--- src/rtl/homogeneous_vertex_transform_core_defines.svh ---
// Assertion macros for the RTL of the vertex transform core
`ifndef HOMOGENEOUS_VERTEX_TRANSFORM_CORE_DEFINES_SVH
`define HOMOGENEOUS_VERTEX_TRANSFORM_CORE_DEFINES_SVH

// same-cycle implication, disabled during reset
`define HVT_ASSERT_NOW(label, clk, rst_n, ante, cons) \
    label: assert property (@(posedge clk) disable iff (!(rst_n)) (ante) |-> (cons)) \
        else $error("hvt assertion failed");

// implication with a fixed delay in cycles
`define HVT_ASSERT_DLY(label, clk, rst_n, ante, dly, cons) \
    label: assert property (@(posedge clk) disable iff (!(rst_n)) (ante) |-> ##dly (cons)) \
        else $error("hvt assertion failed");

`endif

--- src/rtl/hvt_pkg.sv ---
// Package: types and constants of the vertex transform core
package hvt_pkg;

    localparam int DEF_FRAC_BITS = 16;
    localparam int NUM_REGS      = 8;
    localparam int CFG_W         = 64;
    localparam int IDX_W         = 3;
    localparam int DATA_W        = 32;
    localparam int NUM_LANES     = 4;
    localparam int LANE_LAT      = 3;

    localparam logic [1:0] OP_VEC4  = 2'd0;
    localparam logic [1:0] OP_POINT = 2'd1;
    localparam logic [1:0] OP_DIR   = 2'd2;
    localparam logic [1:0] OP_PROJ  = 2'd3;

    typedef struct packed {
        logic [1:0]         op;
        logic signed [31:0] in_x;
        logic signed [31:0] in_y;
        logic signed [31:0] in_z;
        logic signed [31:0] in_w;
    } t_in;

    typedef struct packed {
        logic signed [31:0] out_x;
        logic signed [31:0] out_y;
        logic signed [31:0] out_z;
        logic signed [31:0] out_w;
        logic               saturated;
        logic               w_zero;
    } t_out;

    // per-transaction data riding alongside the divider pipeline
    typedef struct packed {
        logic                              valid;
        logic [1:0]                        op;
        logic [NUM_LANES-1:0][DATA_W-1:0]  r;
        logic                              sat;
    } t_side;

endpackage

--- src/rtl/hvt_merge.sv ---
// Merge stage: picks quotients or row sums, zero-w handling, flag combining
module hvt_merge import hvt_pkg::*; (
    input  logic                   i_clk,
    input  logic                   i_rst_n,
    input  t_side                  i_side,
    input  logic [2:0][DATA_W-1:0] i_q,
    input  logic [2:0]             i_qsat,
    output logic                   o_valid,
    output t_out                   o_res
);

    t_out n_res;
    logic w_proj, w_wz;

    assign w_proj = (i_side.op == OP_PROJ);
    assign w_wz   = w_proj && (i_side.r[3] == '0);

    always_comb begin
        logic [2:0][DATA_W-1:0] v;
        logic                   s;
        s = i_side.sat;
        for (int i = 0; i < 3; i++) begin
            if (!w_proj) begin
                v[i] = i_side.r[i];
            end else if (w_wz) begin
                if (i_side.r[i][31]) begin
                    v[i] = 32'h8000_0000;
                    s    = 1'b1;
                end else if (i_side.r[i] != '0) begin
                    v[i] = 32'h7fff_ffff;
                    s    = 1'b1;
                end else begin
                    v[i] = '0;
                end
            end else begin
                v[i] = i_q[i];
                s    = s | i_qsat[i];
            end
        end
        n_res.out_x     = v[0];
        n_res.out_y     = v[1];
        n_res.out_z     = v[2];
        n_res.out_w     = i_side.r[3];
        n_res.saturated = s;
        n_res.w_zero    = w_wz;
    end

    always_ff @(posedge i_clk) begin
        if (!i_rst_n) begin
            o_valid <= 1'b0;
        end else begin
            o_valid <= i_side.valid;
        end
        o_res <= n_res;
    end

endmodule

--- config.mk ---
export PLATFORM = sky130hd
export DESIGN_NAME = hvt_merge
export DESIGN_NICKNAME = d
export VERILOG_FILES = /design/src/rtl/homogeneous_vertex_transform_core_defines.svh /design/src/rtl/hvt_pkg.sv /design/src/rtl/hvt_merge.sv
export SDC_FILE = /design/constraint.sdc
export NUM_CORES = 1
export LEC_CHECK = 0
export BUFFER_PORTS_ARGS = -buffer_cell sky130_fd_sc_hd__buf_2
export CAP_MARGIN = 10
export CORE_AREA = 5 5 140 142
export DETAILED_ROUTE_END_ITERATION = 7
export DIE_AREA = 0 0 145 147
export GPL_TIMING_DRIVEN = 0
export SLEW_MARGIN = 20
export SYNTH_ARGS = -nofsm -noshare
export SYNTH_HDL_FRONTEND = slang
export SYNTH_SLANG_ARGS = --single-unit
--- constraint.sdc ---
create_clock -name i_clk -period 3.1 [get_ports i_clk]
set_input_delay 0.62 -clock i_clk [delete_from_list [all_inputs] [get_ports i_clk]]
set_output_delay 0.62 -clock i_clk [all_outputs]
set_load 0.02 [all_outputs]
Yosys cells after proc, flatten, opt, wreduce, memory -nomap -nowiden

Index checks and enable logic that the tools add are counted.
Widths: inputs -> output; s select.

Mux-type cells: 24
Equality and inequality tests: 1
Reductions and logical operators: 5
Bitwise logic cells: 3

Operators by type and width:

| operator           | count |
|---|---|
| $mux 32            | 9 |
| $reduce_bool 32->1 | 3 |
| $mux 31            | 3 |
| $logic_not 32->1   | 1 |
| $mux 1             | 12 |
| $or 1x1->1         | 3 |
| $eq 2x2->1 const B | 1 |
| $logic_and 1x1->1  | 1 |

Input port bits: 233
Logic and storage cells: 40
Flip-flop bits (word level): 131

Logic depth before layout (Yosys ltp)

Gate-level depths: netlist (run 1).

Depth after elaboration: 13
Gate-level depth with buffers: 7
Mapped depth without buffers: 5

Worst setup path after synthesis (run 1)

Ideal clock, no wire load.

Path kind: input to register
Start point: input port i_side[125] (netlist bit)
End point: register o_res[56] (netlist bit)
Stages on the path: 7
Data required time: 2,978 ps
Arrival: 1,882 ps
Setup time: 122 ps
Buffers on the path: 2
Slack: 1,096 ps
Cell sequence: nor4_1 nand4_1 nor2_1 nor2_1 buf_4 buf_2 a221o_1

RTL lines:

| element              | line            | source |
|---|---|---|
| start, declared      | hvt_merge.sv:5  | `input t_side i_side,` |
| end signal, assigned | hvt_merge.sv:54 | `o_res <= n_res;` |
| end, declared        | hvt_merge.sv:9  | `output t_out o_res` |

==> results of run 1 <==
metrics by stage:
stage               instances  hold slack (ns)  instance area, um2  setup WS [ns]  total power [mW]
floorplan                 315           0.6477                4178          1.096             2.184
global placement          912           0.7360                6287         0.4365             2.532
detailed placement        912           0.7388                6287         0.4346             2.535
CTS                       944           0.3009                6879         0.8477             4.547
global route              944           0.2968                6879         0.8033             4.675
finish                    944           0.3286                6879         0.9725             4.474
flip-flops by register name (all words and copies together), names as in the netlist:
register / count
o_valid: 1
o_res: 130
worst paths after layout:
path,from,endpoint,cells after the start
worst max-delay path,i_side[117],o_res[89],7
worst min-delay path,i_side[109],o_res[14],1
routing by layer:
| metal | global-route usage | vias to the layer above | wire length (um) |
|---|---|---|---|
| li1 | - | 2074 | - |
| met1 | 0.1765 | 2079 | 6972 |
| met2 | 0.2705 | 246 | 8767 |
| met3 | 0.06169 | 19 | 1575 |
| met4 | 0.05320 | 2 | 291 |
| met5 | 0 | - | 13 |
Yosys cell counts, drive strengths merged:
| cell type | instances |
|---|---|
| a221o | 93 |
| a31oi | 1 |
| and2 | 1 |
| and3 | 1 |
| buf | 14 |
| clkbuf | 15 |
| dfxtp | 131 |
| mux2 | 3 |
| nand2 | 5 |
| nand4 | 6 |
| nor2 | 5 |
| nor3 | 3 |
| nor3b | 3 |
| nor4 | 34 |
power groups by stage:
stage | logic (mW) | clock network [mW] | registers, mW
floorplan | 0.139 | 0 | 2.05
global placement | 0.659 | 0 | 1.87
detailed placement | 0.660 | 0 | 1.88
CTS | 0.661 | 2.05 | 1.84
global route | 0.700 | 2.12 | 1.85
finish | 0.653 | 1.98 | 1.84
layout make-up:
type	instances	area [um2]
clock buffers	17	425.4
flip-flops and latches	131	2623
plain buffers	29	185.2
multi-input cells	155	1370
fillers	1826	11450
clock inverters	15	166.4
well taps	234	292.8
repair buffers	363	1817
cell families after synthesis:
| group | share of synthesized area |
|---|---|
| flops | 0.6277 |
| mux | 0.008086 |
| simple gates | 0.09494 |
| compound gates | 0.2249 |
| buf+inv | 0.04433 |
==> impl_metrics.env, run 1 <==
export IMPL_syn_area_um2=4178
export IMPL_finalCritPeriodShare=0.6863
export IMPL_cts_buffer_depth=2
export IMPL_die_w_um=145
export IMPL_fin_nets=930
export IMPL_cts_root_buf="clkbuf_16"
export IMPL_fp_row_count=50
export IMPL_yosysTopAreaCell="dfxtp_1"
export IMPL_finalHoldViolCount=0
export IMPL_syn_nets=548
export IMPL_combinationalPowerShare=0.146
export IMPL_cp_top_family="simple AND/OR/NAND/NOR gates"
export IMPL_layout_min_cycle_time_ns=2.128
export IMPL_grt_first_pass_wirelength_um=26020
export IMPL_die_y_um=147
export IMPL_clock_fmax_mhz=470.0
export IMPL_synth_warnings=0
export IMPL_seqPwrFrac=0.411
export IMPL_clkTransAtPathRegs_ns=0.06
export IMPL_final_core_util=0.3753
export IMPL_boundaryPins=364
export IMPL_critPathKind="input port to flip-flop"
export IMPL_ant_nets=0
export IMPL_switching_share=0.2765
export IMPL_wl_per_cell_um=18.67
export IMPL_rsz0062_at_grt="no"
export IMPL_area_growth_pct=64.66
export IMPL_crit_path_max_fanout=10
export IMPL_core_area_um2=18330
export IMPL_vias=4420
export IMPL_slew_violations=0
export IMPL_ys_types=19
export IMPL_worstMarginPinSlew_ns=0.6589
export IMPL_clockPowerShare=0.443
export IMPL_first_global_vias=4606
export IMPL_drive_above_1_share=0.5930
export IMPL_critPathBufInv=2
export IMPL_leakage_nw=3.301
export IMPL_yosys_area_top_type_share=0.6277
export IMPL_relSlewSlack=0.5607
export IMPL_ctsHoldBuffers=0
export IMPL_drtIter0Drc=134
export IMPL_grt_max_degree=17
export IMPL_ys_seq_area_frac=0.6277
export IMPL_routed_wl_um=17620
export IMPL_drc=0
export IMPL_cts_max_level=4
export IMPL_cp_end_kind="flip-flop"
export IMPL_slowest_stage="nor3b_4"
export IMPL_ys_seq_elements=131
export IMPL_cpPeakStageDelay_ns=0.43
export IMPL_crit_path_cell_trace="buf_2 > nor4_1 > nand4_1 > nor3_4 > nor3b_4 > buf_6 > a221o_1"
export IMPL_ctsResizeCount=0
export IMPL_cts_made_buffers=17
export IMPL_viasPerCell=4.682
export IMPL_status="completed"
export IMPL_track_usage=0.1567
export IMPL_switching_power_mw=1.237
export IMPL_die_area_um2=21320
export IMPL_gp_congestion=0.8365
export IMPL_ir_worst_vdd_mv=0.3300
export IMPL_arrival_ns=2.46
export IMPL_antenna_cells=0
export IMPL_start_util=0.2279
export IMPL_dr_pass1_iters=4
export IMPL_finalSetupTns_ns=0
export IMPL_power_internal_mw=3.237
export IMPL_worstSetupStartpointType="input port"
export IMPL_maxCapViolations=0
export IMPL_hold_class="input port to flip-flop"
export IMPL_grt_antenna_before_repair=1
export IMPL_cp_required_ns=3.44
export IMPL_ys_top_cells_by_area="dfxtp_1, a221o_1, nor4_1"
export IMPL_cts_sinks=131
export IMPL_port_buffers=363
export IMPL_syn_inst=315
export IMPL_final_common_cell="buf_2"
export IMPL_mostFrequentLayoutCells="buf_2, dfxtp_1, a221o_1"
export IMPL_finalSetupViolations=0
export IMPL_overflow=0
export IMPL_dp_hpwl_um=14510
export IMPL_power_density_nw_per_um2=650.4
export IMPL_cts_tree="built"
export IMPL_synth_avg_cell_area_um2=13.26
export IMPL_cts_setup_buffers=0
(Power assumes the default switching activity.)
==> run 2: changes to the inputs <==
--- a/config.mk
+++ b/config.mk
@@ -7,9 +7,9 @@
 export LEC_CHECK = 0
 export BUFFER_PORTS_ARGS = -buffer_cell sky130_fd_sc_hd__buf_2
 export CAP_MARGIN = 10
-export CORE_AREA = 5 5 140 142
+export CORE_AREA = 5 5 139 141
 export DETAILED_ROUTE_END_ITERATION = 7
-export DIE_AREA = 0 0 145 147
+export DIE_AREA = 0 0 144 146
 export GPL_TIMING_DRIVEN = 0
 export SLEW_MARGIN = 20
 export SYNTH_ARGS = -nofsm -noshare
==> constraint.sdc (replaced) <==
create_clock -name i_clk -period 1.9 [get_ports i_clk]
set_input_delay 0.38 -clock i_clk [delete_from_list [all_inputs] [get_ports i_clk]]
set_output_delay 0.38 -clock i_clk [all_outputs]
set_load 0.02 [all_outputs]
==> run 2 against run 1 <==
Effect of this change:
- routed wire length grew 2.9%
- clock-buffer cell count is the same
- die area shrank 1.4%
- core utilization grew 1.4 points
- critical path depth grew 1
- total power grew 63%
- worst hold slack lost 0.25 ns
- largest cell class unchanged
- flip-flop and latch count is the same
==> impl_metrics.env, run 2 (synthesized netlist as in run 1, its figures left out) <==
export IMPL_cts_tree="built"
export IMPL_drtIter0Drc=179
export IMPL_fillers=1791
export IMPL_largest_register_ffs=130
export IMPL_ff_latch_area_um2=2623
export IMPL_ir_worst_vdd_mv=0.5610
export IMPL_placed_cells=907
export IMPL_port_buffers=363
export IMPL_die_y_um=146
export IMPL_status="completed"
export IMPL_finalCritPeriodShare=0.9359
export IMPL_mostFrequentLayoutCells="buf_2, dfxtp_1, a221o_1"
export IMPL_finalHoldViolCount=0
export IMPL_area_growth_pct=66.46
export IMPL_finalSetupViolations=0
export IMPL_finalSetupTns_ns=0
export IMPL_clkTransAtPathRegs_ns=0.07
export IMPL_die_area_um2=21020
export IMPL_grtUsageMet2=0.2917
export IMPL_cts_sinks=131
export IMPL_maxCapViolations=0
export IMPL_fp_row_count=49
export IMPL_reg_top3="o_res: 130 flops, o_valid: 1 flops"
export IMPL_gr_usage_met3=0.06835
export IMPL_multi_input_area_um2=1409
export IMPL_cts_made_buffers=17
export IMPL_arrival_ns=2.12
export IMPL_leakage_nw=3.342
export IMPL_clock_fmax_mhz=562.3
export IMPL_overflow=0
export IMPL_drc=0
export IMPL_crit_path_cell_trace="buf_2 > nor4_1 > nand4_1 > nor3_4 > buf_4 > nor3b_4 > buf_6 > a221o_1"
export IMPL_relSlewSlack=0.6039
export IMPL_slew_violations=0
export IMPL_rsz0062_at_grt="no"
export IMPL_worstMarginPinSlew_ns=0.5941
export IMPL_top_usage_layer="met2"
export IMPL_wl_per_cell_um=19.19
export IMPL_gp_congestion=0.8685
export IMPL_drive_above_1_share=0.6070
export IMPL_cp_required_ns=2.24
export IMPL_critPathKind="input port to flip-flop"
export IMPL_final_area_um2=6954
export IMPL_dp_hpwl_um=14890
export IMPL_track_usage=0.1635
export IMPL_vias=4459
export IMPL_cts_root_buf="clkbuf_16"
export IMPL_cp_end_kind="flip-flop"
export IMPL_dr_pass1_iters=4
export IMPL_core_area_um2=17840
export IMPL_cts_max_level=4
export IMPL_hold_ws_ns=0.08264
export IMPL_routed_wl_um=18140
export IMPL_largest_register="o_res"
export IMPL_final_common_cell="buf_2"
export IMPL_grt_antenna_before_repair=4
export IMPL_gr_usage_met1=0.1710
export IMPL_start_util=0.2342
export IMPL_worstSetupStartpointType="input port"
export IMPL_ant_nets=0
export IMPL_first_global_vias=4685
export IMPL_boundaryPins=364
export IMPL_slowest_stage="nor4_1"
export IMPL_cp_top_family="simple AND/OR/NAND/NOR gates"
export IMPL_viasPerCell=4.719
export IMPL_power_density_nw_per_um2=1051
export IMPL_critPathBufInv=3
export IMPL_cpPeakStageDelay_ns=0.31
export IMPL_finalNonFillerCells=945
export IMPL_dpl_cell_area_um2=6281
export IMPL_fin_nets=935
export IMPL_layout_min_cycle_time_ns=1.778
export IMPL_cts_buffer_depth=2
export IMPL_die_w_um=144
export IMPL_hold_class="input port to flip-flop"
export IMPL_grt_max_degree=17
export IMPL_grt_first_pass_wirelength_um=25890
export IMPL_crit_path_max_fanout=10
==> run 2: cell count changes in the layout (fill, tap and decap cells not counted) <==
cell	delta
nor2_1	-2
diode_2	+1
nor4_2	+3
buf_6	+1
clkbuf_2	+2
nor4_1	-4
buf_4	+4
clkinvlp_4	+3
inv_6	+1
clkinv_4	-4
nor2_2	+2
nor4_4	+1
clkbuf_1	-2
==> run 2: timing repair <==
item	CTS	global route
resized for setup	3	8
hold buffers	0	0
pin swaps	1	2
endpoints found under the setup margin	60	92
setup buffers	4	1
==> run 2: layout make-up <==
class                      instances  share of cell area
antenna                            1           0.0003598
buffer                            29             0.02753
clock buffer                      17             0.06117
clock inverter                    15             0.02339
multi-input combinational        155              0.2026
sequential                       131              0.3771
tap                              229             0.04120
timing repair buffer             368              0.2666
==> run 2: through the flow <==
stage | power (mW) | util | setup WS, ns
2_1_floorplan | 3.564 | - | 0.1363
3_3_place_gp | 4.137 | 0.3521 | -0.5728
3_5_place_dp | 4.146 | 0.3521 | -0.5476
4_1_cts | 7.411 | 0.3874 | 0.004055
5_1_grt | 7.607 | 0.3898 | 0.01392
6_report | 7.306 | 0.3898 | 0.1217
==> run 2: power by group <==
group / leakage (nW) / switching [mW] / internal (mW)
registers: 1.10 / 0.0476 / 2.95
logic: 1.96 / 0.614 / 0.463
clock network: 0.276 / 1.37 / 1.86
==> run 2: worst paths after layout <==
| check | from | slack, ns | end | depth (start not counted) |
|---|---|---|---|---|
| worst max-delay path | i_side[100] | 0.12 | o_res[40] | 8 |
| worst min-delay path | i_side[116] | 0.08 | o_res[21] | 1 |
==> run 2: metal layers <==
layer / up-vias / part of all wire
met5: - / 0.0022
met3: 30 / 0.11
met2: 250 / 0.51
met1: 2086 / 0.35
met4: 6 / 0.018
li1: 2087 / -
